==> config.mk <==
export PLATFORM = sky130hd
export DESIGN_NAME = four_channel_sound_unit
export DESIGN_NICKNAME = d
export VERILOG_FILES = /design/src/rtl/fcsu_pkg.sv /design/src/rtl/fcsu_length.sv /design/src/rtl/fcsu_envelope.sv /design/src/rtl/fcsu_square.sv /design/src/rtl/fcsu_wave.sv /design/src/rtl/four_channel_sound_unit.sv
export VERILOG_INCLUDE_DIRS = /design/src /design/src/rtl
export SDC_FILE = /design/constraint.sdc
export NUM_CORES = 2
export LEC_CHECK = 0
export BUFFER_PORTS_ARGS = -buffer_cell sky130_fd_sc_hd__buf_2
export CAP_MARGIN = 20
export CORE_MARGIN = 5
export CORE_UTILIZATION = 45
export DETAILED_ROUTE_END_ITERATION = 6
export GPL_TIMING_DRIVEN = 0
export SLEW_MARGIN = 20
export SYNTH_ARGS = -nofsm -noshare
export SYNTH_HDL_FRONTEND = slang
export SYNTH_HIERARCHICAL = 1
export SYNTH_SLANG_ARGS = --single-unit
==> constraint.sdc <==
create_clock -name i_clk -period 9.2 [get_ports i_clk]
set_input_delay 0.46 -clock i_clk [delete_from_list [all_inputs] [get_ports i_clk]]
set_output_delay 0.46 -clock i_clk [all_outputs]
set_load 0.01 [all_outputs]
==> src/rtl/assert_macros.svh <==
// Assertion helper macros shared by the sound unit RTL.
// No dependencies; included by modules that carry concurrent assertions.
`ifndef ASSERT_MACROS_SVH
`define ASSERT_MACROS_SVH

// Same-cycle implication, disabled while reset is asserted.
`define ASSERT_IMPL(label, clk, rst_n, ante, cons) \
    label: assert property (@(posedge clk) disable iff (!rst_n) (ante) |-> (cons)) \
        else $error("assertion failed");

// Next-cycle implication, disabled while reset is asserted.
`define ASSERT_NEXT(label, clk, rst_n, ante, cons) \
    label: assert property (@(posedge clk) disable iff (!rst_n) (ante) |=> (cons)) \
        else $error("assertion failed");

`endif

==> src/rtl/fcsu_pkg.sv <==
// Shared types, constants and helper functions for the four channel sound unit.
// No dependencies.
package fcsu_pkg;

    localparam int unsigned DEF_CLOCK_HZ = 4194304;
    localparam int unsigned POS_W        = 21;
    localparam logic [POS_W-1:0] POS_MAX = {POS_W{1'b1}};
    localparam int unsigned LEN_CNT_W    = 9;
    localparam logic [14:0] LFSR_SEED    = 15'h7FFF;

    localparam logic CMD_TICK  = 1'b0;
    localparam logic CMD_WRITE = 1'b1;

    localparam logic [15:0] ADDR_NR11 = 16'hFF11;
    localparam logic [15:0] ADDR_NR12 = 16'hFF12;
    localparam logic [15:0] ADDR_NR13 = 16'hFF13;
    localparam logic [15:0] ADDR_NR14 = 16'hFF14;
    localparam logic [15:0] ADDR_NR21 = 16'hFF16;
    localparam logic [15:0] ADDR_NR22 = 16'hFF17;
    localparam logic [15:0] ADDR_NR23 = 16'hFF18;
    localparam logic [15:0] ADDR_NR24 = 16'hFF19;
    localparam logic [15:0] ADDR_NR31 = 16'hFF1B;
    localparam logic [15:0] ADDR_NR32 = 16'hFF1C;
    localparam logic [15:0] ADDR_NR33 = 16'hFF1D;
    localparam logic [15:0] ADDR_NR34 = 16'hFF1E;
    localparam logic [15:0] ADDR_NR41 = 16'hFF20;
    localparam logic [15:0] ADDR_NR42 = 16'hFF21;
    localparam logic [15:0] ADDR_NR43 = 16'hFF22;
    localparam logic [15:0] ADDR_NR44 = 16'hFF23;
    localparam logic [15:0] ADDR_NR51 = 16'hFF25;
    localparam logic [15:0] ADDR_NR52 = 16'hFF26;
    localparam logic [11:0] ADDR_WAVE_HI = 12'hFF3;

    typedef enum logic [1:0] {
        ENV_NONE = 2'd0,
        ENV_UP   = 2'd1,
        ENV_DOWN = 2'd2
    } t_env_dir;

    // Per-channel operation decoded from one transaction.
    typedef struct packed {
        logic                 tick;
        logic                 len_wr;
        logic                 env_wr;
        logic                 freq_wr;
        logic                 trig_wr;
        logic [7:0]           data;
        logic [LEN_CNT_W-1:0] len_limit;
    } t_chan_op;

    typedef struct packed {
        logic [3:0] phase_bits;
        logic [3:0] square_one_volume;
        logic [3:0] square_two_volume;
        logic [3:0] wave_level;
        logic [3:0] noise_volume;
        logic [3:0] enabled_bits;
    } t_result;

    function automatic logic [POS_W-1:0] sat_inc(input logic [POS_W-1:0] p);
        return (p == POS_MAX) ? p : p + POS_W'(1);
    endfunction

    function automatic logic [5:0] duty_limit(input logic [1:0] d);
        logic [5:0] r;
        case (d)
            2'd0:    r = 6'd4;
            2'd1:    r = 6'd8;
            2'd2:    r = 6'd16;
            default: r = 6'd24;
        endcase
        return r;
    endfunction

    function automatic logic [6:0] noise_div(input logic [2:0] k);
        return (k == 3'd0) ? 7'd8 : {k, 4'b0000};
    endfunction

endpackage

==> src/rtl/fcsu_length.sv <==
// Length counter for one channel: prescaler, count, limit and enable.
// Depends on fcsu_pkg.
module fcsu_length #(
    parameter int unsigned CLOCK_HZ = fcsu_pkg::DEF_CLOCK_HZ
) (
    input  logic              i_clk,
    input  logic              i_rst_n,
    input  fcsu_pkg::t_chan_op i_op,
    output logic              o_live
);
    import fcsu_pkg::*;

    localparam int unsigned LEN_DIV = CLOCK_HZ / 256;
    localparam int unsigned LEN_W   = $clog2(LEN_DIV);

    logic [LEN_W-1:0]     r_pos,    n_pos;
    logic [LEN_CNT_W-1:0] r_count,  n_count;
    logic [LEN_CNT_W-1:0] r_limit,  n_limit;
    logic                 r_active, n_active;

    always_comb begin
        n_pos    = r_pos;
        n_count  = r_count;
        n_limit  = r_limit;
        n_active = r_active;
        if (i_op.tick) begin
            if (r_pos == LEN_W'(LEN_DIV - 1)) begin
                n_pos = '0;
                if (r_count < r_limit) n_count = r_count + LEN_CNT_W'(1);
            end else begin
                n_pos = r_pos + LEN_W'(1);
            end
        end
        if (i_op.len_wr) n_limit = i_op.len_limit;
        if (i_op.trig_wr) begin
            n_active = i_op.data[6];
            if (i_op.data[7]) begin
                n_pos   = '0;
                n_count = '0;
            end
        end
    end

    assign o_live = !(n_active && (n_count == n_limit));

    always_ff @(posedge i_clk) begin
        if (!i_rst_n) begin
            r_pos    <= '0;
            r_count  <= '0;
            r_limit  <= '0;
            r_active <= 1'b0;
        end else begin
            r_pos    <= n_pos;
            r_count  <= n_count;
            r_limit  <= n_limit;
            r_active <= n_active;
        end
    end

endmodule

==> src/rtl/fcsu_envelope.sv <==
// Volume envelope for one square or noise channel, with the write quirks.
// Depends on fcsu_pkg.
module fcsu_envelope #(
    parameter int unsigned CLOCK_HZ = fcsu_pkg::DEF_CLOCK_HZ
) (
    input  logic              i_clk,
    input  logic              i_rst_n,
    input  fcsu_pkg::t_chan_op i_op,
    output logic [3:0]        o_volume
);
    import fcsu_pkg::*;

    localparam int unsigned ENV_DIV = CLOCK_HZ / 64;
    localparam int unsigned ENV_W   = $clog2(ENV_DIV * 7 + 1);
    localparam logic [ENV_W-1:0] EnvDiv = ENV_W'(ENV_DIV);

    logic [ENV_W-1:0] r_pos,   n_pos;
    logic [3:0]       r_init,  n_init;
    logic [3:0]       r_vol,   n_vol;
    logic [2:0]       r_steps, n_steps;
    t_env_dir         r_dir,   n_dir;
    logic [ENV_W-1:0] thr;
    logic [ENV_W-1:0] pos_inc;

    assign thr     = EnvDiv * {{(ENV_W-3){1'b0}}, r_steps};
    assign pos_inc = r_pos + ENV_W'(1);

    always_comb begin
        n_pos   = r_pos;
        n_init  = r_init;
        n_vol   = r_vol;
        n_steps = r_steps;
        n_dir   = r_dir;
        // zero step count stops the envelope from stepping on ticks
        if (i_op.tick && (r_steps != 3'd0)) begin
            if (pos_inc >= thr) begin
                n_pos = pos_inc - thr;
                if (r_dir == ENV_DOWN && r_vol != 4'd0)      n_vol = r_vol - 4'd1;
                else if (r_dir == ENV_UP && r_vol != 4'd15) n_vol = r_vol + 4'd1;
            end else begin
                n_pos = pos_inc;
            end
        end
        if (i_op.env_wr) begin
            n_dir   = i_op.data[3] ? ENV_UP : ENV_DOWN;
            n_init  = i_op.data[7:4];
            n_steps = i_op.data[2:0];
            if (r_steps == 3'd0)  n_vol = r_vol + (i_op.data[3] ? 4'd1 : 4'd2);
            else if (n_dir != r_dir) n_vol = 4'd0 - r_vol;
        end
        if (i_op.trig_wr && i_op.data[7]) begin
            n_vol = r_init;
            n_pos = '0;
        end
    end

    assign o_volume = n_vol;

    always_ff @(posedge i_clk) begin
        if (!i_rst_n) begin
            r_pos   <= '0;
            r_init  <= '0;
            r_vol   <= '0;
            r_steps <= '0;
            r_dir   <= ENV_NONE;
        end else begin
            r_pos   <= n_pos;
            r_init  <= n_init;
            r_vol   <= n_vol;
            r_steps <= n_steps;
            r_dir   <= n_dir;
        end
    end

endmodule

==> src/rtl/fcsu_square.sv <==
// Square channel tone generator: period counter and 32-step duty pattern.
// Depends on fcsu_pkg.
module fcsu_square (
    input  logic              i_clk,
    input  logic              i_rst_n,
    input  fcsu_pkg::t_chan_op i_op,
    output logic              o_phase
);
    import fcsu_pkg::*;

    logic [POS_W-1:0] r_pos,    n_pos;
    logic [10:0]      r_period, n_period;
    logic [1:0]       r_duty,   n_duty;
    logic [5:0]       r_step,   n_step;
    logic             r_phase,  n_phase;
    logic [POS_W-1:0] pos_inc;
    logic [11:0]      thr;
    logic [5:0]       cur_step;

    assign pos_inc  = sat_inc(r_pos);
    assign thr      = 12'd2048 - {1'b0, r_period};
    assign cur_step = (r_step >= 6'd32) ? 6'd0 : r_step;

    always_comb begin
        n_pos    = r_pos;
        n_period = r_period;
        n_duty   = r_duty;
        n_step   = r_step;
        n_phase  = r_phase;
        if (i_op.tick) begin
            if (pos_inc >= POS_W'(thr)) begin
                n_pos   = '0;
                n_phase = cur_step < duty_limit(r_duty);
                n_step  = cur_step + 6'd1;
            end else begin
                n_pos = pos_inc;
            end
        end
        if (i_op.len_wr)  n_duty = i_op.data[7:6];
        if (i_op.freq_wr) n_period[7:0] = i_op.data;
        if (i_op.trig_wr) begin
            n_period[10:8] = i_op.data[2:0];
            if (i_op.data[7]) n_step = '0;
        end
    end

    assign o_phase = n_phase;

    always_ff @(posedge i_clk) begin
        if (!i_rst_n) begin
            r_pos    <= '0;
            r_period <= '0;
            r_duty   <= '0;
            r_step   <= '0;
            r_phase  <= 1'b0;
        end else begin
            r_pos    <= n_pos;
            r_period <= n_period;
            r_duty   <= n_duty;
            r_step   <= n_step;
            r_phase  <= n_phase;
        end
    end

endmodule

==> src/rtl/fcsu_wave.sv <==
// Wave channel: 16-byte sample table, nibble fetch and volume shift.
// Depends on fcsu_pkg.
module fcsu_wave (
    input  logic              i_clk,
    input  logic              i_rst_n,
    input  fcsu_pkg::t_chan_op i_op,
    input  logic              i_vol_wr,
    input  logic              i_tbl_wr,
    input  logic [3:0]        i_tbl_idx,
    output logic              o_phase,
    output logic [3:0]        o_level
);
    import fcsu_pkg::*;

    logic [7:0]       r_tbl [16];
    logic [POS_W-1:0] r_pos,    n_pos;
    logic [10:0]      r_period, n_period;
    logic [1:0]       r_code,   n_code;
    logic [3:0]       r_level,  n_level;
    logic [5:0]       r_step,   n_step;
    logic             r_phase,  n_phase;
    logic [POS_W-1:0] pos_inc;
    logic [12:0]      thr;
    logic [5:0]       cur_step;
    logic [7:0]       sbyte;
    logic [3:0]       nib;
    logic [3:0]       shifted;

    assign pos_inc  = sat_inc(r_pos);
    assign thr      = {13'd2048 - {2'b00, r_period}} << 1;
    assign cur_step = (r_step >= 6'd32) ? 6'd0 : r_step;
    assign sbyte    = r_tbl[cur_step[4:1]];
    assign nib      = cur_step[0] ? sbyte[7:4] : sbyte[3:0];

    always_comb begin
        case (r_code)
            2'd0:    shifted = 4'd0;
            2'd1:    shifted = nib;
            2'd2:    shifted = nib >> 1;
            default: shifted = nib >> 2;
        endcase
    end

    always_comb begin
        n_pos    = r_pos;
        n_period = r_period;
        n_code   = r_code;
        n_level  = r_level;
        n_step   = r_step;
        n_phase  = r_phase;
        if (i_op.tick) begin
            if (pos_inc >= POS_W'(thr)) begin
                n_pos   = '0;
                n_phase = 1'b1;
                n_level = shifted;
                n_step  = cur_step + 6'd1;
            end else begin
                n_pos = pos_inc;
            end
        end
        if (i_vol_wr)     n_code = i_op.data[6:5];
        if (i_op.freq_wr) n_period[7:0] = i_op.data;
        if (i_op.trig_wr) begin
            n_period[10:8] = i_op.data[2:0];
            if (i_op.data[7]) begin
                n_step  = '0;
                // level shows the raw volume code until the next fetch
                n_level = {2'b00, r_code};
            end
        end
    end

    assign o_phase = n_phase;
    assign o_level = n_level;

    always_ff @(posedge i_clk) begin
        if (!i_rst_n) begin
            r_pos    <= '0;
            r_period <= '0;
            r_code   <= '0;
            r_level  <= '0;
            r_step   <= '0;
            r_phase  <= 1'b0;
            for (int i = 0; i < 16; i++) r_tbl[i] <= '0;
        end else begin
            r_pos    <= n_pos;
            r_period <= n_period;
            r_code   <= n_code;
            r_level  <= n_level;
            r_step   <= n_step;
            r_phase  <= n_phase;
            if (i_tbl_wr) r_tbl[i_tbl_idx] <= i_op.data;
        end
    end

endmodule

==> src/rtl/four_channel_sound_unit.sv <==
// Top level of the four channel sound unit: decode, noise channel, result buffer.
// Depends on fcsu_pkg, fcsu_length, fcsu_envelope, fcsu_square, fcsu_wave, assert_macros.svh.
// Four-channel sound unit. Each input transaction is either one clock tick
// (command 0) or a register write (command 1, address 0xFF10-0xFF3F decoded).
// Every transaction, tick or write, yields exactly one result transaction with
// the channel phases, envelope volumes, wave level and audible-channel bits as
// they stand after that transaction. All channel state updates in the cycle a
// transaction is accepted, so one transaction per cycle is sustained while
// o_stall is low; the result lands in an output register backed by a
// one-entry skid buffer, so o_stall only rises after the output side has
// stalled with two results held. CLOCK_HZ sets the length prescaler
// (CLOCK_HZ/256 ticks) and the envelope step (step count x CLOCK_HZ/64 ticks).
// Envelopes with a zero step count are frozen. Unused addresses are ignored.
module four_channel_sound_unit #(
    parameter int unsigned CLOCK_HZ = fcsu_pkg::DEF_CLOCK_HZ
) (
    input  logic        i_clk,
    input  logic        i_rst_n,
    input  logic        i_valid,
    output logic        o_stall,
    input  logic        i_command,
    input  logic [15:0] i_address,
    input  logic [7:0]  i_data,
    output logic        o_valid,
    input  logic        i_stall,
    output logic [3:0]  o_phase_bits,
    output logic [3:0]  o_square_one_volume,
    output logic [3:0]  o_square_two_volume,
    output logic [3:0]  o_wave_level,
    output logic [3:0]  o_noise_volume,
    output logic [3:0]  o_enabled_bits
);
    import fcsu_pkg::*;
    `include "assert_macros.svh"

    logic     accept, tick_acc, wr_acc;
    t_chan_op op [4];
    logic     wave_vol_wr, tbl_wr, poly_wr, pan_wr, master_wr;
    logic [3:0] live;
    logic [3:0] phase;
    logic [3:0] vol0, vol1, vol3, wave_lvl;

    // handshake and decode
    assign accept   = i_valid && !o_stall;
    assign tick_acc = accept && (i_command == CMD_TICK);
    assign wr_acc   = accept && (i_command == CMD_WRITE);

    always_comb begin
        for (int c = 0; c < 4; c++) begin
            op[c].tick      = tick_acc;
            op[c].len_wr    = 1'b0;
            op[c].env_wr    = 1'b0;
            op[c].freq_wr   = 1'b0;
            op[c].trig_wr   = 1'b0;
            op[c].data      = i_data;
            op[c].len_limit = LEN_CNT_W'(7'd64 - {1'b0, i_data[5:0]});
        end
        op[2].len_limit = LEN_CNT_W'(9'd256 - {1'b0, i_data});
        wave_vol_wr = 1'b0;
        poly_wr     = 1'b0;
        pan_wr      = 1'b0;
        master_wr   = 1'b0;
        tbl_wr      = wr_acc && (i_address[15:4] == ADDR_WAVE_HI);
        unique case (i_address)
            ADDR_NR11: op[0].len_wr  = wr_acc;
            ADDR_NR12: op[0].env_wr  = wr_acc;
            ADDR_NR13: op[0].freq_wr = wr_acc;
            ADDR_NR14: op[0].trig_wr = wr_acc;
            ADDR_NR21: op[1].len_wr  = wr_acc;
            ADDR_NR22: op[1].env_wr  = wr_acc;
            ADDR_NR23: op[1].freq_wr = wr_acc;
            ADDR_NR24: op[1].trig_wr = wr_acc;
            ADDR_NR31: op[2].len_wr  = wr_acc;
            ADDR_NR32: wave_vol_wr   = wr_acc;
            ADDR_NR33: op[2].freq_wr = wr_acc;
            ADDR_NR34: op[2].trig_wr = wr_acc;
            ADDR_NR41: op[3].len_wr  = wr_acc;
            ADDR_NR42: op[3].env_wr  = wr_acc;
            ADDR_NR43: poly_wr       = wr_acc;
            ADDR_NR44: op[3].trig_wr = wr_acc;
            ADDR_NR51: pan_wr        = wr_acc;
            ADDR_NR52: master_wr     = wr_acc;
            default: ;
        endcase
    end

    // channel blocks
    for (genvar c = 0; c < 4; c++) begin : g_len
        fcsu_length #(.CLOCK_HZ(CLOCK_HZ)) u_len (
            .i_clk(i_clk), .i_rst_n(i_rst_n), .i_op(op[c]), .o_live(live[c])
        );
    end

    fcsu_envelope #(.CLOCK_HZ(CLOCK_HZ)) u_env0 (
        .i_clk(i_clk), .i_rst_n(i_rst_n), .i_op(op[0]), .o_volume(vol0)
    );
    fcsu_envelope #(.CLOCK_HZ(CLOCK_HZ)) u_env1 (
        .i_clk(i_clk), .i_rst_n(i_rst_n), .i_op(op[1]), .o_volume(vol1)
    );
    fcsu_envelope #(.CLOCK_HZ(CLOCK_HZ)) u_env3 (
        .i_clk(i_clk), .i_rst_n(i_rst_n), .i_op(op[3]), .o_volume(vol3)
    );

    fcsu_square u_sq0 (
        .i_clk(i_clk), .i_rst_n(i_rst_n), .i_op(op[0]), .o_phase(phase[0])
    );
    fcsu_square u_sq1 (
        .i_clk(i_clk), .i_rst_n(i_rst_n), .i_op(op[1]), .o_phase(phase[1])
    );

    fcsu_wave u_wave (
        .i_clk    (i_clk),
        .i_rst_n  (i_rst_n),
        .i_op     (op[2]),
        .i_vol_wr (wave_vol_wr),
        .i_tbl_wr (tbl_wr),
        .i_tbl_idx(i_address[3:0]),
        .o_phase  (phase[2]),
        .o_level  (wave_lvl)
    );

    // noise channel: period counter and LFSR
    logic [POS_W-1:0] r_nz_pos,    n_nz_pos;
    logic [POS_W-1:0] r_nz_period, n_nz_period;
    logic             r_nz_short,  n_nz_short;
    logic [14:0]      r_lfsr,      n_lfsr;
    logic             r_nz_phase,  n_nz_phase;
    logic [POS_W-1:0] nz_inc;
    logic             nz_fb;
    logic [14:0]      lfsr_sh;

    assign nz_inc  = sat_inc(r_nz_pos);
    assign nz_fb   = r_lfsr[0] ^ r_lfsr[1];
    assign lfsr_sh = {nz_fb, r_lfsr[14:1]};

    always_comb begin
        n_nz_pos    = r_nz_pos;
        n_nz_period = r_nz_period;
        n_nz_short  = r_nz_short;
        n_lfsr      = r_lfsr;
        n_nz_phase  = r_nz_phase;
        if (tick_acc) begin
            // a zero period (shift code 14 or 15) never fires
            if ((r_nz_period != '0) && (nz_inc >= r_nz_period)) begin
                n_nz_pos   = '0;
                n_nz_phase = ~r_lfsr[0];
                n_lfsr     = lfsr_sh;
                if (r_nz_short) n_lfsr[6] = nz_fb;
            end else begin
                n_nz_pos = nz_inc;
            end
        end
        if (poly_wr) begin
            n_nz_short = i_data[3];
            if (i_data[7:4] < 4'd14) begin
                n_nz_period = POS_W'(noise_div(i_data[2:0])) << ({1'b0, i_data[7:4]} + 5'd1);
            end else begin
                n_nz_period = '0;
            end
        end
        if (op[3].trig_wr && i_data[7]) n_lfsr = LFSR_SEED;
    end

    assign phase[3] = n_nz_phase;

    // pan and master control
    logic [7:0] r_pan,    n_pan;
    logic [7:0] r_master, n_master;

    assign n_pan    = pan_wr    ? i_data : r_pan;
    assign n_master = master_wr ? i_data : r_master;

    always_ff @(posedge i_clk) begin
        if (!i_rst_n) begin
            r_nz_pos    <= '0;
            r_nz_period <= '0;
            r_nz_short  <= 1'b0;
            r_lfsr      <= LFSR_SEED;
            r_nz_phase  <= 1'b0;
            r_pan       <= '0;
            r_master    <= '0;
        end else begin
            r_nz_pos    <= n_nz_pos;
            r_nz_period <= n_nz_period;
            r_nz_short  <= n_nz_short;
            r_lfsr      <= n_lfsr;
            r_nz_phase  <= n_nz_phase;
            r_pan       <= n_pan;
            r_master    <= n_master;
        end
    end

    // result assembly from post-transaction state
    t_result res;
    always_comb begin
        res.phase_bits        = phase;
        res.square_one_volume = vol0;
        res.square_two_volume = vol1;
        res.wave_level        = wave_lvl;
        res.noise_volume      = vol3;
        res.enabled_bits      = live & (n_pan[3:0] | n_pan[7:4]) & {4{n_master[7]}};
    end

    // output register plus one-entry skid buffer
    t_result r_out, r_skid;
    logic    r_out_valid, r_skid_valid;
    logic    out_pop;

    assign out_pop = r_out_valid && !i_stall;
    assign o_stall = r_skid_valid;

    always_ff @(posedge i_clk) begin
        if (!i_rst_n) begin
            r_out_valid  <= 1'b0;
            r_skid_valid <= 1'b0;
        end else if (r_skid_valid) begin
            if (out_pop) r_skid_valid <= 1'b0;
        end else if (accept) begin
            if (!r_out_valid || out_pop) r_out_valid  <= 1'b1;
            else                         r_skid_valid <= 1'b1;
        end else if (out_pop) begin
            r_out_valid <= 1'b0;
        end
    end

    always_ff @(posedge i_clk) begin
        if (r_skid_valid) begin
            if (out_pop) r_out <= r_skid;
        end else if (accept) begin
            if (!r_out_valid || out_pop) r_out  <= res;
            else                         r_skid <= res;
        end
    end

    assign o_valid             = r_out_valid;
    assign o_phase_bits        = r_out.phase_bits;
    assign o_square_one_volume = r_out.square_one_volume;
    assign o_square_two_volume = r_out.square_two_volume;
    assign o_wave_level        = r_out.wave_level;
    assign o_noise_volume      = r_out.noise_volume;
    assign o_enabled_bits      = r_out.enabled_bits;

    `ASSERT_IMPL(a_skid_needs_out, i_clk, i_rst_n, r_skid_valid, r_out_valid)
    `ASSERT_NEXT(a_accept_lands, i_clk, i_rst_n, accept, r_out_valid)
    `ASSERT_NEXT(a_full_stall_skids, i_clk, i_rst_n,
                 accept && r_out_valid && i_stall, r_skid_valid)

endmodule
* Word-level counts from Yosys, hierarchy flattened
Memory sizes are Yosys's and may differ from the RTL's.
Index checks and enable logic that the tools add are counted.
** Cells by class
- Order comparisons :: 17
- Muxes and demuxes :: 157
- Eq/ne operators :: 51
- Reductions and logical operators :: 55
- Add/sub/neg operators :: 39
- Shift operators :: 1
- Bitwise gates (word level) :: 9
** Operator list (count)
- 16-bit equality test (second input constant) :: 18
- 14-bit 2-to-1 mux :: 16
- 9-bit 2-to-1 mux :: 24
- 21-bit 2-to-1 mux :: 9
- 4-bit 2-to-1 mux :: 30
- 6-bit 2-to-1 mux :: 19
- 24-bit 2-to-1 mux :: 4
- 21-bit by 1-bit adder with 21-bit output (second input constant) :: 4
- 21-bit equality test (second input constant) :: 4
- 19-bit by 1-bit adder with 19-bit output (second input constant) :: 3
- 19-bit greater-or-equal comparator :: 3
- 19-bit 2-to-1 mux :: 3
- 19-bit subtractor :: 3
- 14-bit by 1-bit adder with 14-bit output (second input constant) :: 4
- 14-bit equality test (second input constant) :: 4
- 1-bit 2-to-1 mux :: 43
- 21-bit by 12-bit greater-or-equal comparator with 1-bit output :: 2
- 9-bit by 1-bit adder with 9-bit output (second input constant) :: 4
- 9-bit equality test :: 4
- 9-bit less-than comparator :: 4
- 12-bit by 11-bit subtractor with 12-bit output (first input constant) :: 3
- 5-bit one-hot mux with 3 select lines :: 2
- 8-bit 2-to-1 mux :: 3
- 1-bit logical AND :: 22
- 39 further kinds :: 94
** Word-level totals
- Memories :: 1
- Bits in writable memories :: 128
- Flip-flop bits (word level) :: 480
- Output and inout bits :: 26
- Input bits :: 29
** Memory list
- u_wave.r_tbl :: depth 16, bits a word 8, rd ports 1, clocked after Yosys merged registers in 0, write ports 16, line fcsu_wave.sv:15 : logic [7:0] r_tbl [16];

* Depth between registers and ports, before layout
- Depth in word-level cells :: 14
- Mapped depth :: 20
- Gate-level depth less buffers :: 18

* Modules after synthesis
The synthesis kept the hierarchy.
** By module, submodules not included
- fcsu_wave :: cells an instance 789, instances 1, area each 8807.2 um2, seq. area each 4744.6 um2
- fcsu_length :: cells an instance 219, instances 4, area each 1866.8 um2, seq. area each 660.6 um2
- four_channel_sound_unit :: cells an instance 623, instances 1, area each 6084.6 um2, seq. area each 2782.7 um2
- fcsu_square :: cells an instance 301, instances 2, area each 2626.3 um2, seq. area each 820.8 um2
- fcsu_envelope at u_env0 ... :: cells an instance 291, instances 2, area each 2277.2 um2, seq. area each 640.6 um2
- fcsu_envelope at u_env3 :: cells an instance 280, instances 1, area each 2235.9 um2, seq. area each 640.6 um2

* Worst setup path after synthesis
No wires, ideal clock.
- Path type :: reg2reg
- From :: reg u_wave.r_pos[0]
- To :: reg r_out (netlist bit o_wave_level[2]) (data pin)
- Setup time :: 260 ps
- Path buffers :: 1
- Data arrival time :: 4282 ps
- Cell stages (with the launch flop) :: 20
- Setup slack :: 4658 ps
- Required time :: 8940 ps
- Path through :: dfxtp_1 -> ha_1 -> nand4_1 -> or4_1 -> buf_2 -> nor2_1 -> nor2_1 -> nand2_1 -> nor2_1 -> xor2_1 -> ha_1 -> a21o_1 -> a21o_1 -> a211o_1 -> a2111oi_0 -> nand3_2 -> o21ai_2 -> mux2i_1 -> nor2_1 -> mux2_2
** RTL lines
- start, declared :: line fcsu_wave.sv:16 : logic [POS_W-1:0] r_pos, n_pos;
- start signal, assigned :: line fcsu_wave.sv:86 : r_pos <= n_pos;
- end signal, assigned :: line four_channel_sound_unit.sv:228 : if (out_pop) r_out <= r_skid;
- end signal, assigned :: line four_channel_sound_unit.sv:230 : if (!r_out_valid || out_pop) r_out <= res;
- end, declared :: line four_channel_sound_unit.sv:205 : t_result r_out, r_skid;

==> metrics.txt <==
Yosys top cell by area dfxtp_1; htree depth 3; Critical Path, Cell by Cell nand2b_1 > or2_2 > buf_2 > clkinv_2 > clkbuf_1 > nand4_1 > or4_1 > buf_2 > a2111oi_1 > xor2_1 > or4b_1 > o21ai_0 > a32oi_1 > or4_1 > nor4b_1 > mux2_2; Sink Count 598; cts hold-fix bufs 0; Rows 101; post-synth cell types 108; Hold Crit Class in2reg; RSZ-0062 raised after global routing false; Slew headroom 0.228; Core Box Area 0.0758 sq mm; Ys Warns 6; io pins 55; grt total ovfl 0; Clock Path Buffers 3; Clock Skews 28.2 ps; Leak 14.0 nW; CTS tree built; area growth from synthesis to layout 11.9%; share of cells above drive strength 1 0.0890; crit end category flip-flop; Slew Viols, Final 0; largest net degree at the start of global routing 41; # nets final 4058; total power 6.05 mW; async set or reset register ratio after synthesis 0; pwr/cell area 157 mW/mm^2; Peak Freq 172 MHz; die footprint 0.0821 sq mm; Die Span Y 286 um; Worst-Margin Slew 1160 ps; final hold vios 0; top-count cell post-synth dfxtp_1; total track usage 0.212; Synth top cells by count dfxtp_1 (422), nand2_1 (330), nor2_1 (326), mux2i_1 (200), edfxtp_1 (176); Synth Instances 3752; wire length per cell 18.2 um; dpl cells 4792; DPL Wire Length 62.2 mm; DRC viols 0; Setup Buffers After CTS 0; post-CTS sizing 0; status completed; fin area 0.0385 sq mm; Setup Crit Path Kind reg2reg; Layout fillers 7144; Routed Antenna Nets 0; Synth area leaders dfxtp_1 (25%), edfxtp_1 (15%), mux2i_1 (5.8%), ha_1 (4.9%), nand2_1 (3.6%); Initial Util 0.454; Vias 27700; #FFs+latches synth 598; Worst setup SP type flip-flop; port bufs 54; slowest CP cell or4_1; global-route wire length before repair 142 mm; initial DRC count 1793; antenna violations before repair 5; clock-pin slew on the worst setup and hold paths 60 ps; required time worst endpoint 9570 ps; maxcap violations 0; Tmin final 5800 ps; final WL 89.4 mm; Clk Latency, worst-skew pair 620 ps; TritonCTS Buffers 71; Placer Congestion 0.928; CTS root buf clkbuf_16; Critical Path Fanout Max 26; Placed Area 0.0360 sq mm; vias per std cell 5.62; Post-Syn Area 0.0344 sq mm; vias in the first global route 25800; Primary FF master, synth dfxtp_1; Critical Path AT 6170 ps; Final setup viols 0; Non-Filler Instances 4924; CP max stage delay 620 ps; Yosys top cell area share 0.246; Fin Setup TNS 0 ps; drt pass-1 iters 5; Synth Area per Inst 9.17 sq um; DIE WIDTH 286 um; period utilization 0.630; number of synthesized flops with an enable pin 176; post-synthesis sequential area ratio 0.399; Worst VDD drop 0.000135 V
## cells by family after synthesis
kind of cell	synth area share
simple gates	0.245
compound gates	0.126
flops	0.399
buf+inv	0.0399
mux	0.0755
xor+xnor	0.0608
fa+ha+maj	0.0530
other cells	0.000109
## registers in the layout, summed over array words and instances, names as in the netlist, 6 cells and up
name,flops
u_wave/r_period,11
r_nz_period,18
g_len.u_len/r_pos,56
g_len.u_len/r_count,36
u_wave/r_step,6
u_env3/r_pos,19
g_len.u_len/r_limit,36
u_sq0/r_period,11
u_env0/r_pos,19
u_sq1/r_period,11
u_env1/r_pos,19
r_nz_pos,21
u_sq0/r_pos,21
u_wave/r_tbl,128
u_sq1/r_step,6
r_skid,24
r_lfsr,15
u_sq1/r_pos,21
u_wave/r_pos,21
u_sq0/r_step,6
r_pan,8
## placed cells by master, fill, tap and decap left out, types with 138 or more instances in the layout
| cell | instances |
|---|---|
| a21oi_1 | 141 |
| and2_1 | 174 |
| dfxtp_1 | 422 |
| edfxtp_1 | 176 |
| inv_1 | 154 |
| mux2i_1 | 200 |
| nand2_1 | 330 |
| nand3_1 | 172 |
| nor2_1 | 324 |
| xor2_1 | 138 |
## layer usage
metal / part of all wire / global-route usage / routed length (um) / up-vias
li1: - / - / - / 13800
met1: 0.48 / 0.305 / 43200 / 13200
met2: 0.44 / 0.333 / 39500 / 619
met3: 0.051 / 0.0327 / 4600 / 143
met4: 0.025 / 0.0551 / 2210 / 0
met5: 0 / 0 / 0 / -
## critical path, delay by kind of cell (launching register included)
kind | cells | cell delay, ps
XOR/XNOR | 1 | 210
flip-flops | 1 | 420
AO/OA/AOI/OAI | 3 | 670
AND/OR/NAND/NOR | 7 | 2610
multiplexers | 1 | 310
buffers and inverters | 4 | 1300
## final cells by class
cell class,count,area (sq um),area share
clock inverter,25,382,0.00991
tap,978,1220,0.0318
multi-input combinational,2829,19300,0.502
inverter,158,594,0.0154
antenna,3,7.51,0.000195
sequential,598,13700,0.357
buffer,172,779,0.0202
clock buffer,104,2120,0.0552
timing repair buffer,57,325,0.00845
## worst paths after layout
| path | startpoint | to | slack [ps] | cells past startpoint |
|---|---|---|---|---|
| setup / recovery | o_stall | o_enabled_bits[1] | 3400 | 16 |
| hold reg to reg | u_sq0/r_step[0] | u_sq0/r_step[0] | 450 | 2 |
| hold / removal | i_stall | o_stall | 170 | 3 |
| setup reg to reg | o_stall | o_enabled_bits[1] | 3400 | 16 |
## metrics by stage
step	worst slack (ps)	util	hold slack, ps
floorplan	4660	-	430
global placement	3090	0.474	441
detailed placement	3480	0.475	446
CTS	3460	0.508	117
global route	3110	0.508	161
finish	3400	0.508	168
## power breakdown
| group | switching, mW | total, mW | internal, mW |
|---|---|---|---|
| Clock | 1.14 | 3.00 | 1.86 |
| Sequential | 0.0215 | 2.77 | 2.75 |
| Combinational | 0.194 | 0.272 | 0.0776 |
No activity file was read; power rests on OpenSTA's default activity.
